### src/hdl/spgr_pkg.sv
// ============================================================================
// spgr_pkg: shared definitions of the shortest-path gather stage
// Sizes, mode and operation codes, the command that travels from the front
// end to the back end, the stored vertex entry, and saturating helpers.
// ============================================================================
package spgr_pkg;

  // Store geometry. Interval size and interval count are powers of two.
  localparam int VERTEX_BITS    = 16;
  localparam int INTERVAL_SIZE  = 256;
  localparam int INTERVAL_COUNT = 256;

  localparam int IVL_SHIFT = $clog2(INTERVAL_SIZE);
  localparam int IVL_BITS  = (INTERVAL_COUNT > 1) ? $clog2(INTERVAL_COUNT) : 1;
  localparam int OUTST_W   = $clog2(INTERVAL_COUNT + 1);
  localparam int CLR_BITS  = (VERTEX_BITS > IVL_BITS) ? VERTEX_BITS : IVL_BITS;

  // Field widths.
  localparam int NV_W        = VERTEX_BITS + 1;
  localparam int MODE_W      = 3;
  localparam int DIST_W      = 32;
  localparam int IVL_FIELD_W = 8;
  localparam int LEVEL_W     = 16;
  localparam int CNT_W       = 24;

  localparam logic [NV_W-1:0]    NV_RESET  = NV_W'(1) << VERTEX_BITS;
  localparam logic [CNT_W-1:0]   CNT_MAX   = '1;
  localparam logic [LEVEL_W-1:0] LEVEL_MAX = '1;

  // Input mode codes.
  localparam logic [MODE_W-1:0] MODE_SEED  = 3'd0;
  localparam logic [MODE_W-1:0] MODE_RELAX = 3'd1;
  localparam logic [MODE_W-1:0] MODE_END   = 3'd2;
  localparam logic [MODE_W-1:0] MODE_TAKE  = 3'd3;
  localparam logic [MODE_W-1:0] MODE_READ  = 3'd4;

  // Queue between front and back end.
  localparam int FIFO_DEPTH = 2;
  localparam int FIFO_PTR_W = (FIFO_DEPTH > 1) ? $clog2(FIFO_DEPTH) : 1;
  localparam int FIFO_CNT_W = $clog2(FIFO_DEPTH + 1);

  // Operations after classification.
  typedef enum logic [2:0] {
    OP_NONE,
    OP_SEED,
    OP_RELAX,
    OP_END,
    OP_TAKE,
    OP_READ
  } op_e;

  typedef struct packed {
    op_e                    op;
    logic                   status;
    logic [VERTEX_BITS-1:0] vertex;
    logic [DIST_W-1:0]      distance;
    logic [IVL_BITS-1:0]    ivl;
  } cmd_t;

  typedef struct packed {
    logic [DIST_W-1:0]  cost;
    logic [LEVEL_W-1:0] level;
    logic               unreached;
  } vtx_entry_t;

  localparam vtx_entry_t VTX_RESET = '{cost: '0, level: '0, unreached: 1'b1};

  typedef struct packed {
    logic               status;
    logic               improved;
    logic [DIST_W-1:0]  vertex_distance;
    logic [LEVEL_W-1:0] vertex_level;
    logic               unreached;
    logic [CNT_W-1:0]   count;
    logic               any_active;
    logic [LEVEL_W-1:0] level_now;
  } rsp_t;

  function automatic logic [CNT_W-1:0] sat_inc_cnt(input logic [CNT_W-1:0] x);
    return (x == CNT_MAX) ? x : x + CNT_W'(1);
  endfunction

  function automatic logic [LEVEL_W-1:0] sat_inc_lvl(input logic [LEVEL_W-1:0] x);
    return (x == LEVEL_MAX) ? x : x + LEVEL_W'(1);
  endfunction

endpackage

### src/hdl/spgr_fifo.sv
// ============================================================================
// spgr_fifo: command queue
// Small first-in first-out queue that decouples the front and back ends.
// ============================================================================
module spgr_fifo (
  input  logic            clk_i,
  input  logic            rst_ni,
  input  logic            push_i,
  input  spgr_pkg::cmd_t  push_data_i,
  output logic            full_o,
  input  logic            pop_i,
  output spgr_pkg::cmd_t  pop_data_o,
  output logic            empty_o
);

  spgr_pkg::cmd_t                    mem_q [spgr_pkg::FIFO_DEPTH];
  logic [spgr_pkg::FIFO_PTR_W-1:0]   wr_ptr_q, wr_ptr_d;
  logic [spgr_pkg::FIFO_PTR_W-1:0]   rd_ptr_q, rd_ptr_d;
  logic [spgr_pkg::FIFO_CNT_W-1:0]   cnt_q, cnt_d;

  localparam logic [spgr_pkg::FIFO_PTR_W-1:0] PtrLast =
    spgr_pkg::FIFO_PTR_W'(spgr_pkg::FIFO_DEPTH - 1);

  assign full_o     = cnt_q == spgr_pkg::FIFO_CNT_W'(spgr_pkg::FIFO_DEPTH);
  assign empty_o    = cnt_q == '0;
  assign pop_data_o = mem_q[rd_ptr_q];

  always_comb begin
    wr_ptr_d = wr_ptr_q;
    rd_ptr_d = rd_ptr_q;
    cnt_d    = cnt_q;
    if (push_i) begin
      wr_ptr_d = (wr_ptr_q == PtrLast) ? '0 : wr_ptr_q + 1'b1;
    end
    if (pop_i) begin
      rd_ptr_d = (rd_ptr_q == PtrLast) ? '0 : rd_ptr_q + 1'b1;
    end
    if (push_i && !pop_i) begin
      cnt_d = cnt_q + 1'b1;
    end else if (pop_i && !push_i) begin
      cnt_d = cnt_q - 1'b1;
    end
  end

  always_ff @(posedge clk_i or negedge rst_ni) begin
    if (!rst_ni) begin
      wr_ptr_q <= '0;
      rd_ptr_q <= '0;
      cnt_q    <= '0;
    end else begin
      wr_ptr_q <= wr_ptr_d;
      rd_ptr_q <= rd_ptr_d;
      cnt_q    <= cnt_d;
    end
  end

  always_ff @(posedge clk_i) begin
    if (push_i) begin
      mem_q[wr_ptr_q] <= push_data_i;
    end
  end

endmodule

### config.mk
export PLATFORM = sky130hd
export DESIGN_NAME = spgr_fifo
export DESIGN_NICKNAME = d
export VERILOG_FILES = /design/src/hdl/spgr_pkg.sv /design/src/hdl/spgr_fifo.sv
export SDC_FILE = /design/constraint.sdc
export NUM_CORES = 1
export LEC_CHECK = 0
export ABC_AREA = 1
export CAP_MARGIN = 10
export CORE_ASPECT_RATIO = 0.8
export CORE_MARGIN = 10
export CORE_UTILIZATION = 36
export CTS_BUF_LIST = sky130_fd_sc_hd__clkbuf_8
export CTS_CLUSTER_DIAMETER = 30
export DETAILED_ROUTE_END_ITERATION = 8
export DONT_BUFFER_PORTS = 1
export PLACE_DENSITY_LB_ADDON = 0.2
export SETUP_SLACK_MARGIN = 0.5
export SLEW_MARGIN = 10
export SYNTH_ARGS = -nofsm -noshare
export SYNTH_HDL_FRONTEND = slang
export SYNTH_SLANG_ARGS = --single-unit
### constraint.sdc
create_clock -name clk_i -period 10.5 [get_ports clk_i]
set_input_delay 2.1 -clock clk_i [delete_from_list [all_inputs] [get_ports clk_i]]
set_output_delay 2.1 -clock clk_i [all_outputs]
set_load 0.05 [all_outputs]
After elaboration in Yosys (flattened, before gate mapping)
Memory sizes are Yosys's and may differ from the RTL's.
Index checks and enable logic that the tools add are counted.
{ "word_totals": {"mem_count": 1, "wordCells": 21, "ramBits": 120, "in_bits": 64, "out_inout_bits": 62, "register_bits": 4} }
{ "memory_table": {"columns": ["memory", "words", "word_bits", "read_ports", "rd_ports_with_merged_regs", "write_ports", "line", "source"], "rows": [
  ["mem_q", 2, 60, 1, 0, 1, "spgr_fifo.sv:16", "spgr_pkg::cmd_t mem_q [spgr_pkg::FIFO_DEPTH];"]
]} }
{ "op_classes": {"add_sub_neg": 4, "n_reduce_logical": 6, "n_eq_ne": 1, "n_mux": 6} }
{ "ops": {"columns": ["operator", "n"], "rows": [
  ["$mux 1", 4],
  ["$mux 2", 2],
  ["$add 1x1->1 const B", 2],
  ["$add 2x1->2 const B", 1],
  ["$eq 2x2->1 const B", 1],
  ["$logic_and 1x1->1", 2],
  ["$logic_not 1->1", 2],
  ["$logic_not 2->1", 1],
  ["$reduce_bool 2->1", 1],
  ["$sub 2x1->2 const B", 1]
]} }

Longest topological paths before layout
{ "depth": {"depth_word": 4, "depth_mapped": 7, "ltp_nobuf": 7} }

Worst setup path after synthesis
Ideal clock, no wire load.
{ "synth_timing": {"path_kind": "input-to-reg", "from": "input port push_i", "to": "memory mem_q[0][0] in the netlist's numbering (enable)", "slack_ns": 5.363, "required_time_ns": 10.020, "setup_ns": 0.480, "stages": 2, "t_arrival_ns": 4.657, "path_buffers": 0, "cell_sequence": "inv_1 > nor2_1"} }
{ "synth_via": {"elab_chain_cells": 2} }
{ "synth_rtl": {"columns": ["element", "line", "source"], "rows": [
  ["start: declaration", "spgr_fifo.sv:8", "input logic push_i,"],
  ["$mux 1", "spgr_fifo.sv:58", "if (push_i) begin"],
  ["$mux 1 (not written as such)", "spgr_fifo.sv:59", "mem_q[wr_ptr_q] <= push_data_i;"],
  ["end: declaration", "spgr_fifo.sv:16", null]
]} }
Every way passes these cells.

==> results.json <==
{
  "postCtsSetupBuffers": 0,
  "die_area_sq_um": 18510,
  "vias": 1883,
  "worstSetupStartpointType": "register",
  "tns_ns": 0,
  "clock_path_buffers": 2,
  "ctsResizeCount": 0,
  "syn_avg_cell_area_sq_um": 22.82,
  "cp-end-kind": "output pin",
  "power_switching_uw": 733.9,
  "seq_area_frac_synth_pct": 76.55,
  "syn_inst": 212,
  "die_x_um": 149.6,
  "final_max_slew_viol_count": 0,
  "clk_pin_slew_ns": 0.06,
  "insertion_delay_ns": 0.42,
  "grt_pass1_vias": 1991,
  "cts_buffers": 17,
  "htree_levels": 4,
  "grt_antenna_before_repair": 0,
  "relSlewSlack_pct": 39.26,
  "internal_power_uw": 1032,
  "hold_buffers": 0,
  "drive_above_1_share_pct": 37.50,
  "pwr-share-clk_pct": 19.6,
  "wl_um": 8795,
  "dp_cells": 383,
  "yosysTopAreaCellShare_pct": 74.48,
  "hold_path_class": "register to register",
  "viasPerCell": 4.537,
  "routedWlPerCell_um": 21.19,
  "clock_sinks": 124,
  "port-buffer-count": 0,
  "swShare_pct": 41.57,
  "num_io_pins": 126,
  "finClkSkew_ns": 0.004666,
  "nets": 292,
  "drc": 0,
  "yosys.area.top_type": "edfxtp_1",
  "ys_ff_latch": 124,
  "status": "finished clean",
  "start_util_pct": 37.19,
  "cts_tree": "built",
  "synth_warnings": 0,
  "p_seq_share_pct": 40.4,
  "ant_nets": 0,
  "drt-pass1-iter-count": 4,
  "syn_nets": 277,
  "power_density_nw_per_um2": 334.0,
  "fmax_ghz": 0.2225,
  "worstPathRequired_ns": 8.40,
  "fp-row-count": 37,
  "place_area_sq_um": 4960,
  "finalPower_uw": 1765,
  "grt_util_all_layers_pct": 9.452,
  "fin_cells": 415,
  "syn_area_sq_um": 4838,
  "grt_max_degree": 39,
  "critPathKind": "register to output pin",
  "hold_violations": 0,
  "finalSetupViolCount": 0,
  "combPwrFrac_pct": 40.0,
  "finalCritPeriodShare_pct": 42.81,
  "critPathArrivalTime_ns": 2.40,
  "fin_crit_ns": 4.495,
  "layout_common_cells": "edfxtp_1, mux2_4, clkbuf_8",
  "grt_first_pass_wirelength_um": 12560,
  "dpl.hpwl_um": 5892,
  "drv_cap": 0,
  "rsz0062_at_grt": "false",
  "crit_path_max_fanout": 35,
  "ir_drop_mv": 0.1387,
  "drt-initial-drc-count": 98,
  "place_congestion": 0.6869,
  "syn_to_final_growth_pct": 9.258,
  "clock-root-buffer": "clkbuf_8",
  "ys_types": 14,
  "dieHeight_um": 123.7,
  "p_leak_uw": 0.001936,
  "grt_overflow": 0,
  "synth_area_leaders": "edfxtp_1, mux2_4, buf_12",
  "core-area_sq_um": 13010,
  "n_antenna_cell": 0,
  "final_common_cell": "edfxtp_1",
  "worst_pin_slew_ns": 0.9077,
  "design_area_sq_um": 5286
}
-- critical path, stage by stage, from the launching register on --
cell     delay, ns
dfrtp_4       0.77
buf_4         0.65
mux2_2        0.54
-- metrics by stage --
stage | worst slack, ns | util [%] | hold slack, ns
after global placement | 6.410 | 38.13 | 0.4885
after global routing | 5.860 | 40.64 | 0.5527
final | 6.005 | 40.64 | 0.5058
after CTS | 5.912 | 40.64 | 0.5118
after floorplan | 5.363 | - | 0.4631
after detailed placement | 6.399 | 38.13 | 0.4918
-- flip-flops by register name, indices dropped and copies added (netlist names) --
| register | cells |
|---|---|
| wr_ptr_q | 1 |
| cnt_q | 2 |
| mem_q | 120 |
| rd_ptr_q | 1 |
-- cells by family (layout without fill, tap and decap cells) --
| logic type | Yosys count | in the layout | share of synthesized area (%) |
|---|---|---|---|
| buf+inv | 14 | 42 | 3.259 |
| xor+xnor | 3 | 3 | 0.5432 |
| simple gates | 10 | 10 | 0.8534 |
| flops | 124 | 124 | 76.55 |
| mux | 60 | 60 | 18.54 |
| fa+ha+maj | 1 | 1 | 0.2586 |
-- worst paths after layout --
path,start,end,slack [ns],cells after the start
max,rd_ptr_q$_DFFE_PN0P_,pop_data_o[39],6.00,2
min,cnt_q[1]$_DFFE_PN0P_,cnt_q[1]$_DFFE_PN0P_,0.51,2
max reg2reg,wr_ptr_q$_DFFE_PN0P_,mem_q[0][23]$_DFFE_PP_,8.48,2
min reg2reg,cnt_q[1]$_DFFE_PN0P_,cnt_q[1]$_DFFE_PN0P_,0.51,2
max in group asynchronous,rst_ni,rd_ptr_q$_DFFE_PN0P_,9.05,0
min in group asynchronous,rst_ni,cnt_q[1]$_DFFE_PN0P_,1.37,0
-- power by group through the flow --
stage               clock (uW)  combinational (uW)  sequential, uW
global route               382                 735             726
detailed placement           0                 721             727
floorplan                    0                 719             694
global placement             0                 721             722
CTS                        361                 722             717
finish                     345                 706             714
-- synthesized netlist by cell type --
library cell / n
buf_12: 6
buf_6: 1
dfrtp_1: 4
edfxtp_1: 120
ha_1: 1
inv_1: 7
mux2_2: 1
mux2_4: 59
nand2_1: 5
nand3_1: 1
nand4_1: 1
nor2_1: 3
xnor2_1: 1
xor2_1: 2
-- metal layers --
metal  track usage, %  share of wire (%)  vias up
li1                 -                  -      848
met1            9.778                 37      926
met2            12.62                 43      101
met3            9.387                 19        8
met4            3.856                1.1        0
met5                0                  0        -
-- cell type report --
class                      instances  area (sq um)
sequential                       124          3707
tap                              175         219.0
timing repair buffer               3         22.52
clock inverter                    15         92.59
inverter                           7         26.28
multi-input combinational         74         984.7
fill                            1139          7722
clock buffer                      17         234.0
(Power assumes the default switching activity.)
