--- src/hdl/spgr_pkg.sv ---
// ============================================================================
// spgr_pkg: shared definitions of the shortest-path gather stage
// Sizes, mode and operation codes, the command that travels from the front
// end to the back end, the stored vertex entry, and saturating helpers.
// ============================================================================
package spgr_pkg;

  // Store geometry. Interval size and interval count are powers of two.
  localparam int VERTEX_BITS    = 16;
  localparam int INTERVAL_SIZE  = 256;
  localparam int INTERVAL_COUNT = 256;

  localparam int IVL_SHIFT = $clog2(INTERVAL_SIZE);
  localparam int IVL_BITS  = (INTERVAL_COUNT > 1) ? $clog2(INTERVAL_COUNT) : 1;
  localparam int OUTST_W   = $clog2(INTERVAL_COUNT + 1);
  localparam int CLR_BITS  = (VERTEX_BITS > IVL_BITS) ? VERTEX_BITS : IVL_BITS;

  // Field widths.
  localparam int NV_W        = VERTEX_BITS + 1;
  localparam int MODE_W      = 3;
  localparam int DIST_W      = 32;
  localparam int IVL_FIELD_W = 8;
  localparam int LEVEL_W     = 16;
  localparam int CNT_W       = 24;

  localparam logic [NV_W-1:0]    NV_RESET  = NV_W'(1) << VERTEX_BITS;
  localparam logic [CNT_W-1:0]   CNT_MAX   = '1;
  localparam logic [LEVEL_W-1:0] LEVEL_MAX = '1;

  // Input mode codes.
  localparam logic [MODE_W-1:0] MODE_SEED  = 3'd0;
  localparam logic [MODE_W-1:0] MODE_RELAX = 3'd1;
  localparam logic [MODE_W-1:0] MODE_END   = 3'd2;
  localparam logic [MODE_W-1:0] MODE_TAKE  = 3'd3;
  localparam logic [MODE_W-1:0] MODE_READ  = 3'd4;

  // Queue between front and back end.
  localparam int FIFO_DEPTH = 2;
  localparam int FIFO_PTR_W = (FIFO_DEPTH > 1) ? $clog2(FIFO_DEPTH) : 1;
  localparam int FIFO_CNT_W = $clog2(FIFO_DEPTH + 1);

  // Operations after classification.
  typedef enum logic [2:0] {
    OP_NONE,
    OP_SEED,
    OP_RELAX,
    OP_END,
    OP_TAKE,
    OP_READ
  } op_e;

  typedef struct packed {
    op_e                    op;
    logic                   status;
    logic [VERTEX_BITS-1:0] vertex;
    logic [DIST_W-1:0]      distance;
    logic [IVL_BITS-1:0]    ivl;
  } cmd_t;

  typedef struct packed {
    logic [DIST_W-1:0]  cost;
    logic [LEVEL_W-1:0] level;
    logic               unreached;
  } vtx_entry_t;

  localparam vtx_entry_t VTX_RESET = '{cost: '0, level: '0, unreached: 1'b1};

  typedef struct packed {
    logic               status;
    logic               improved;
    logic [DIST_W-1:0]  vertex_distance;
    logic [LEVEL_W-1:0] vertex_level;
    logic               unreached;
    logic [CNT_W-1:0]   count;
    logic               any_active;
    logic [LEVEL_W-1:0] level_now;
  } rsp_t;

  function automatic logic [CNT_W-1:0] sat_inc_cnt(input logic [CNT_W-1:0] x);
    return (x == CNT_MAX) ? x : x + CNT_W'(1);
  endfunction

  function automatic logic [LEVEL_W-1:0] sat_inc_lvl(input logic [LEVEL_W-1:0] x);
    return (x == LEVEL_MAX) ? x : x + LEVEL_W'(1);
  endfunction

endpackage

--- src/hdl/spgr_if.sv ---
// ============================================================================
// spgr_if: request and response channels of the shortest-path gather stage
// Valid/ready channels; an item moves when valid and ready are both high.
// ============================================================================
interface spgr_req_if;
  logic                               valid;
  logic                               ready;
  logic [spgr_pkg::MODE_W-1:0]        mode;
  logic [spgr_pkg::VERTEX_BITS-1:0]   vertex;
  logic [spgr_pkg::DIST_W-1:0]        distance;
  logic [spgr_pkg::IVL_FIELD_W-1:0]   interval;

  modport source (output valid, mode, vertex, distance, interval, input ready);
  modport sink   (input valid, mode, vertex, distance, interval, output ready);
endinterface


--- src/hdl/spgr_front.sv ---
// ============================================================================
// spgr_front: request front end
// Holds the vertex-count register, accepts items, checks ranges and turns
// each item into a command for the back end.
// ============================================================================
module spgr_front (
  input  logic                        clk_i,
  input  logic                        rst_ni,
  input  logic                        cfg_we_i,
  input  logic [spgr_pkg::NV_W-1:0]   cfg_wdata_i,
  input  logic                        clearing_i,
  input  logic                        fifo_full_i,
  spgr_req_if.sink                    req,
  output logic                        push_o,
  output spgr_pkg::cmd_t              cmd_o
);

  logic [spgr_pkg::NV_W-1:0] nv_q, nv_d;
  logic                      in_range;
  logic                      ivl_ok;
  logic [spgr_pkg::VERTEX_BITS+spgr_pkg::IVL_BITS-1:0] vtx_shift;
  logic [spgr_pkg::IVL_FIELD_W+spgr_pkg::IVL_BITS-1:0] take_wide;

  assign nv_d = cfg_we_i ? cfg_wdata_i : nv_q;

  always_ff @(posedge clk_i or negedge rst_ni) begin
    if (!rst_ni) begin
      nv_q <= spgr_pkg::NV_RESET;
    end else begin
      nv_q <= nv_d;
    end
  end

  assign in_range  = {1'b0, req.vertex} < nv_q;
  assign ivl_ok    = 32'(req.interval) < 32'(spgr_pkg::INTERVAL_COUNT);
  assign vtx_shift = {spgr_pkg::IVL_BITS'(0), req.vertex} >> spgr_pkg::IVL_SHIFT;
  assign take_wide = {spgr_pkg::IVL_BITS'(0), req.interval};

  always_comb begin
    cmd_o.op       = spgr_pkg::OP_NONE;
    cmd_o.status   = 1'b0;
    cmd_o.vertex   = req.vertex;
    cmd_o.distance = req.distance;
    cmd_o.ivl      = vtx_shift[spgr_pkg::IVL_BITS-1:0];
    unique case (req.mode)
      spgr_pkg::MODE_SEED: begin
        cmd_o.op     = in_range ? spgr_pkg::OP_SEED : spgr_pkg::OP_READ;
        cmd_o.status = !in_range;
      end
      spgr_pkg::MODE_RELAX: begin
        cmd_o.op     = in_range ? spgr_pkg::OP_RELAX : spgr_pkg::OP_READ;
        cmd_o.status = !in_range;
      end
      spgr_pkg::MODE_END: begin
        cmd_o.op = spgr_pkg::OP_END;
      end
      spgr_pkg::MODE_TAKE: begin
        // A take beyond the last interval reports zero and changes nothing.
        cmd_o.op  = ivl_ok ? spgr_pkg::OP_TAKE : spgr_pkg::OP_NONE;
        cmd_o.ivl = take_wide[spgr_pkg::IVL_BITS-1:0];
      end
      spgr_pkg::MODE_READ: begin
        cmd_o.op     = spgr_pkg::OP_READ;
        cmd_o.status = !in_range;
      end
      default: begin
        cmd_o.op = spgr_pkg::OP_NONE;
      end
    endcase
  end

  assign req.ready = !clearing_i && !fifo_full_i;
  assign push_o    = req.valid && req.ready;

endmodule

--- src/flat_wrapper.sv ---
// flat-port wrapper written by rule: the top's interface ports become plain ports
module spgr_front_flat 
  (clk_i, rst_ni, cfg_we_i, cfg_wdata_i, clearing_i, fifo_full_i, push_o, cmd_o, req_valid, req_mode, req_vertex, req_distance, req_interval, req_ready);
  spgr_req_if req_i ();
  input  logic clk_i;
  input  logic rst_ni;
  input  logic cfg_we_i;
  input  logic [spgr_pkg::NV_W-1:0] cfg_wdata_i;
  input  logic clearing_i;
  input  logic fifo_full_i;
  output logic push_o;
  output spgr_pkg::cmd_t cmd_o;
  input wire logic [$bits(req_i.valid)-1:0] req_valid;
  input wire logic [$bits(req_i.mode)-1:0] req_mode;
  input wire logic [$bits(req_i.vertex)-1:0] req_vertex;
  input wire logic [$bits(req_i.distance)-1:0] req_distance;
  input wire logic [$bits(req_i.interval)-1:0] req_interval;
  output wire logic [$bits(req_i.ready)-1:0] req_ready;
  assign req_i.valid = req_valid;
  assign req_i.mode = req_mode;
  assign req_i.vertex = req_vertex;
  assign req_i.distance = req_distance;
  assign req_i.interval = req_interval;
  assign req_ready = req_i.ready;
  spgr_front u_core (.clk_i(clk_i), .rst_ni(rst_ni), .cfg_we_i(cfg_we_i), .cfg_wdata_i(cfg_wdata_i), .clearing_i(clearing_i), .fifo_full_i(fifo_full_i), .req(req_i), .push_o(push_o), .cmd_o(cmd_o));
endmodule
--- config.mk ---
export PLATFORM = sky130hd
export DESIGN_NAME = spgr_front_flat
export DESIGN_NICKNAME = d
export VERILOG_FILES = /design/src/hdl/spgr_pkg.sv /design/src/hdl/spgr_if.sv /design/src/hdl/spgr_front.sv /design/src/flat_wrapper.sv
export SDC_FILE = /design/constraint.sdc
export NUM_CORES = 1
export LEC_CHECK = 0
export BUFFER_PORTS_ARGS = -buffer_cell sky130_fd_sc_hd__buf_2
export CAP_MARGIN = 15
export CORE_UTILIZATION = 34
export CTS_BUF_LIST = sky130_fd_sc_hd__clkbuf_4 sky130_fd_sc_hd__clkbuf_8 sky130_fd_sc_hd__clkbuf_16
export DETAILED_ROUTE_END_ITERATION = 7
export MAX_ROUTING_LAYER = met4
export PLACE_DENSITY_LB_ADDON = 0.15
export SYNTH_ARGS = -nofsm -noshare
export SYNTH_HDL_FRONTEND = slang
export SYNTH_SLANG_ARGS = --single-unit
--- constraint.sdc ---
create_clock -name clk_i -period 1.7 [get_ports clk_i]
set_input_delay 0.085 -clock clk_i [delete_from_list [all_inputs] [get_ports clk_i]]
set_output_delay 0.085 -clock clk_i [all_outputs]
set_load 0.01 [all_outputs]
* After elaboration in Yosys (flattened, before gate mapping)
Index checks and enable logic that the tools add are counted.
W data, S select, Z words.
** Word-level totals
- Register bits after elaboration :: 17
- Bits of input ports :: 82
- Output and inout port bits :: 62
- Word-level logic and storage cells :: 18
** Operators by class
- $lt $le $gt $ge :: 1
- Equality and inequality tests :: 4
- Muxes and demuxes :: 5
- Reduce and logical (&&, ||, !) cells :: 7
** Operators with widths (number)
- $lt A16 B17 Y1 :: 1
- $pmux W3 S5 :: 1
- $mux W8 :: 1
- $eq A3 B2 Y1 const B :: 2
- $mux W3 :: 2
- $eq A3 B1 Y1 const B :: 1
- $eq A3 B3 Y1 const B :: 1
- $logic_not A1 Y1 :: 3
- $logic_not A3 Y1 :: 1
- $reduce_or A3 Y1 :: 1
- $logic_and A1 B1 Y1 :: 2
- $mux W1 :: 1

* Depth between registers and ports, before layout
- Word-level depth :: 3
- Mapped depth :: 7

* Worst setup path before layout
OpenSTA, ideal clock, no wires.
- Path kind :: reg2out
- Start :: register u_core.nv_q[14] in the netlist's numbering
- End :: output cmd_o[56] in the netlist's numbering
- Data arrival time :: 1.660 ns
- Setup slack :: -0.045 ns
- Stages on the path, launching flop included :: 7
- Cells stage by stage :: dfrtp_1 > inv_1 > ha_1 > nand4b_4 > or4_4 > o211ai_2 > and3_1
** RTL lines
- start, declared :: RTL line spgr_front.sv:18 : logic [spgr_pkg::NV_W-1:0] nv_q, nv_d;
- start signal, assigned :: RTL line spgr_front.sv:28 : nv_q <= spgr_pkg::NV_RESET;
- start signal, assigned :: RTL line spgr_front.sv:30 : nv_q <= nv_d;
- end, declared :: RTL line flat_wrapper.sv:12 : output spgr_pkg::cmd_t cmd_o;

==> summary.md <==
| Metric | Value |
|---|---|
| Final min period | 2.12 ns |
| Clock transition at path regs | 0.07 ns |
| Die Width | roughly 70 um |
| Top flop regs | u_core.nv_q: 17 flops |
| Dominant synthesized flop cell | dfrtp_1 |
| Leading post-synthesis cells by cell area | dfrtp_1 (26%), buf_4 (23%), ha_1 (12%) |
| Worst Path Required | ~1.6 ns |
| Setup violators final | 4 |
| Max Root-Sink Buffers | 2 |
| Fin worst setup slack | -0.424 ns |
| Finished Cell Area | 1940 sq um |
| Via Count | 1284 |
| Initial Utilization | 35.7% |
| Async S/R FF share, synth | 100% |
| Stages on worst setup path | 7 |
| Failing checks | negative setup slack |
| Die Y | around 70 um |
| Total Power | 1.22 mW |
| Mean post-synth cell area | 8.74 sq um |
| Final setup skew | 0 ns |
| Final nets | 326 |
| EDFF count, synth | 0 |
| Synthesized area | 1570 sq um |
| GRT overflow | 0 |
| Count of cell types in the netlist | 33 |
| Clk sinks | 17 |
| Placed cell area | 1810 sq um |
| Worst Path Arrival | 2.04 ns |
| Setup TNS | -1.64 ns |
| Final hold slack | roughly 0.030 ns |
| Antenna-violating nets left | 0 |
| Max-cap violations | 0 |
| Total CTS buffers | 3 |
| WL per Instance | 11.4 um |
| CTS tree | done |
| Cell Rows | 24 |
| Most common cell in the netlist | buf_4 |
| Register area share after synthesis | 27.3% |
| Final Cycle Share | 125% |
| Hold depth | 3 |
| Reg2reg path depth | 4 |
| Drt first pass iters | 4 |
| Detailed Route Iter0 Violations | 7 |
| Met2 usage | between 10% and 20% |
| Slew HR | 67.6% |
| Area growth from synthesis to layout | 23.9% |
| Leakage | 1.01 nW |
| CTS Root Cell | clkbuf_8 |
| Detailed placer's ending HPWL | 2.60 mm |
| Critical path endpoint category | primary output |
| Initial antenna violation count | 0 |
| Ports | 144 |
| Layout Utilization | 44.2% |
| Critical Path Source Type | register |
| Largest net degree at the start of global routing | 20 |
| First-pass GRT wire length | 4.86 mm |
| Flops & latches, synth | 17 |
| Cell taking the most area after synthesis | dfrtp_1 |
| Max-slew violations | 0 |
| Max Freq | 471 MHz |
| Top reg by flops | u_core.nv_q |
| DR vias/cell | 4.59 |
| Post-synth top cells | buf_4 (48), nand2_1 (19), dfrtp_1 (16), inv_1 (16), ha_1 (15) |
| Drt total wl | 3.20 mm |
| Hold Crit Class | in2reg |
| Share of cells above drive strength 1 | 57.9% |
| Antenna diode count | 0 |
| Syn Nets | around 280 |
| Most crowded layer after global routing | met2 |
| Critical-path cell list | inv_2, ha_4, nand4b_4, or4_4, o2111ai_2, a32o_2, buf_6 |
| CP max FO | 3 |
| Global Route met1 Usage | 17.5% |
| Vias in the first global route | 1060 |
| Crit path buf inv count | 2 |
| Yosys top cell area share | 25.6% |
| M3 GR Usage | between 1.5 and 2% |
| Htree depth | 1 |
| CP peak stage delay | 0.53 ns |
| PwrDens | around 630 nW/um^2 |
| Slew @ Worst Pin | 0.485 ns |
| Worst skew pair latency | 0.26 ns |
| Die area | ~4900 sq um |
| CP max-delay cell | or4_4 |
| Maximum VDD drop | 0.000229 V |
| CP top delay family | simple AND/OR/NAND/NOR gates |
| I/O Buffers | 79 |
| YS warnings | 0 |
| WS Path Type | reg2out |
| Total track usage | 12.8% |
| Max FFs per register | 17 |
| Fin. Hold Viols | 0 |
| Status | finished, violations left |
| GPL Wtd Cong | ~0.75 |
| Core area | 4380 sq um |
| DR DRC count | 0 |
| Unrepaired setup endpoints after global routing | true |
| Cells after Synth | 179 |
| Fillcell total | 442 |
==> metrics by stage <==
step | instances | setup WS (ns)
2_1_floorplan | 179 | -0.0279
3_3_place_gp | 273 | -0.182
3_5_place_dp | 273 | -0.196
4_1_cts | 280 | -0.422
5_1_grt | 280 | -0.497
6_report | 280 | -0.424
==> cell usage in the layout (no fill, tap or decap), drive strengths merged <==
cell type | synthesis | layout
buf | 48 | 96
nand2 | 19 | 19
o21ai | 18 | 18
inv | 17 | 17
dfrtp | 16 | 16
ha | 15 | 15
mux2 | 10 | 10
nor2 | 5 | 5
a21oi | 5 | 5
clkbuf | 4 | 3
nand3 | 2 | 2
a211oi | 2 | 2
o2111ai | 2 | 2
nor2b | 1 | 1
a21o | 1 | 1
a31oi | 1 | 1
nand4b | 1 | 1
nand4 | 1 | 1
or4 | 1 | 1
o21bai | 1 | 1
nor3 | 1 | 1
o211ai | 1 | 1
a31o | 1 | 1
a32o | 1 | 1
nand2b | 1 | 1
o22ai | 1 | 1
and2 | 1 | 1
and3 | 1 | 1
clkinv | 0 | 1
dlygate4sd3 | 0 | 1
dfstp | 1 | 1
==> layer usage <==
layer  vias up  share of wire [%]
met5         -                  0
met1       569                 47
met2        53                 42
met4         0                3.0
li1        648                  -
met3        14                8.2
==> cell type report <==
class	count	area (sq um)	share of cell area [%]
Inverter	17	63.8	3.29
Tap cell	52	65.1	3.35
Multi-Input combinational cell	93	792	40.8
Clock buffer	3	41.3	2.13
Clock inverter	1	5.00	0.258
Sequential cell	17	427	22.0
Timing Repair Buffer	97	546	28.1
==> cells by family (layout without fill, tap and decap cells) <==
kind of cell / count (synthesis) / count (layout) / synth area share [%]
buf+inv: 69 / 118 / 28.1
compound gates: 34 / 34 / 14.5
simple gates: 34 / 34 / 11.0
flops: 17 / 17 / 27.3
fa+ha+maj: 15 / 15 / 12.0
mux: 10 / 10 / 7.19
==> path summary, 6_finish.rpt <==
kind                       slack [ns]         endpoint            start
setup / recovery                -0.42        cmd_o[59]  u_core.nv_q[14]
hold / removal                   0.03   u_core.nv_q[3]   cfg_wdata_i[3]
setup reg to reg                 0.89  u_core.nv_q[13]  u_core.nv_q[13]
hold reg to reg                  0.51   u_core.nv_q[0]   u_core.nv_q[0]
max in group asynchronous        1.10  u_core.nv_q[16]           rst_ni
min in group asynchronous        0.28   u_core.nv_q[0]           rst_ni
==> report_power, final <==
| group | switching, mW | total [mW] | internal [mW] |
|---|---|---|---|
| registers | 0.0105 | 0.453 | 0.442 |
| clock network | 0.146 | 0.309 | 0.163 |
| logic | 0.222 | 0.460 | 0.238 |
==> timing repair <==
| item | in CTS | in global routing |
|---|---|---|
| hold buffers | 1 | 0 |
| gates resized for setup | 6 | 4 |
| setup endpoints to repair | 4 | 4 |
| pin swaps | 4 | 2 |
| endpoints found under the hold margin | 16 | 0 |
| gates cloned | 0 | 0 |
| setup buffers | 2 | 0 |
==> worst register-to-register path, stage by stage, from the launching register on <==
cell     delay [ns]
dfrtp_1        0.34
inv_2          0.05
buf_4          0.12
buf_4          0.12
o21ai_1        0.12
Note: power is estimated with default switching activity, not from simulation.
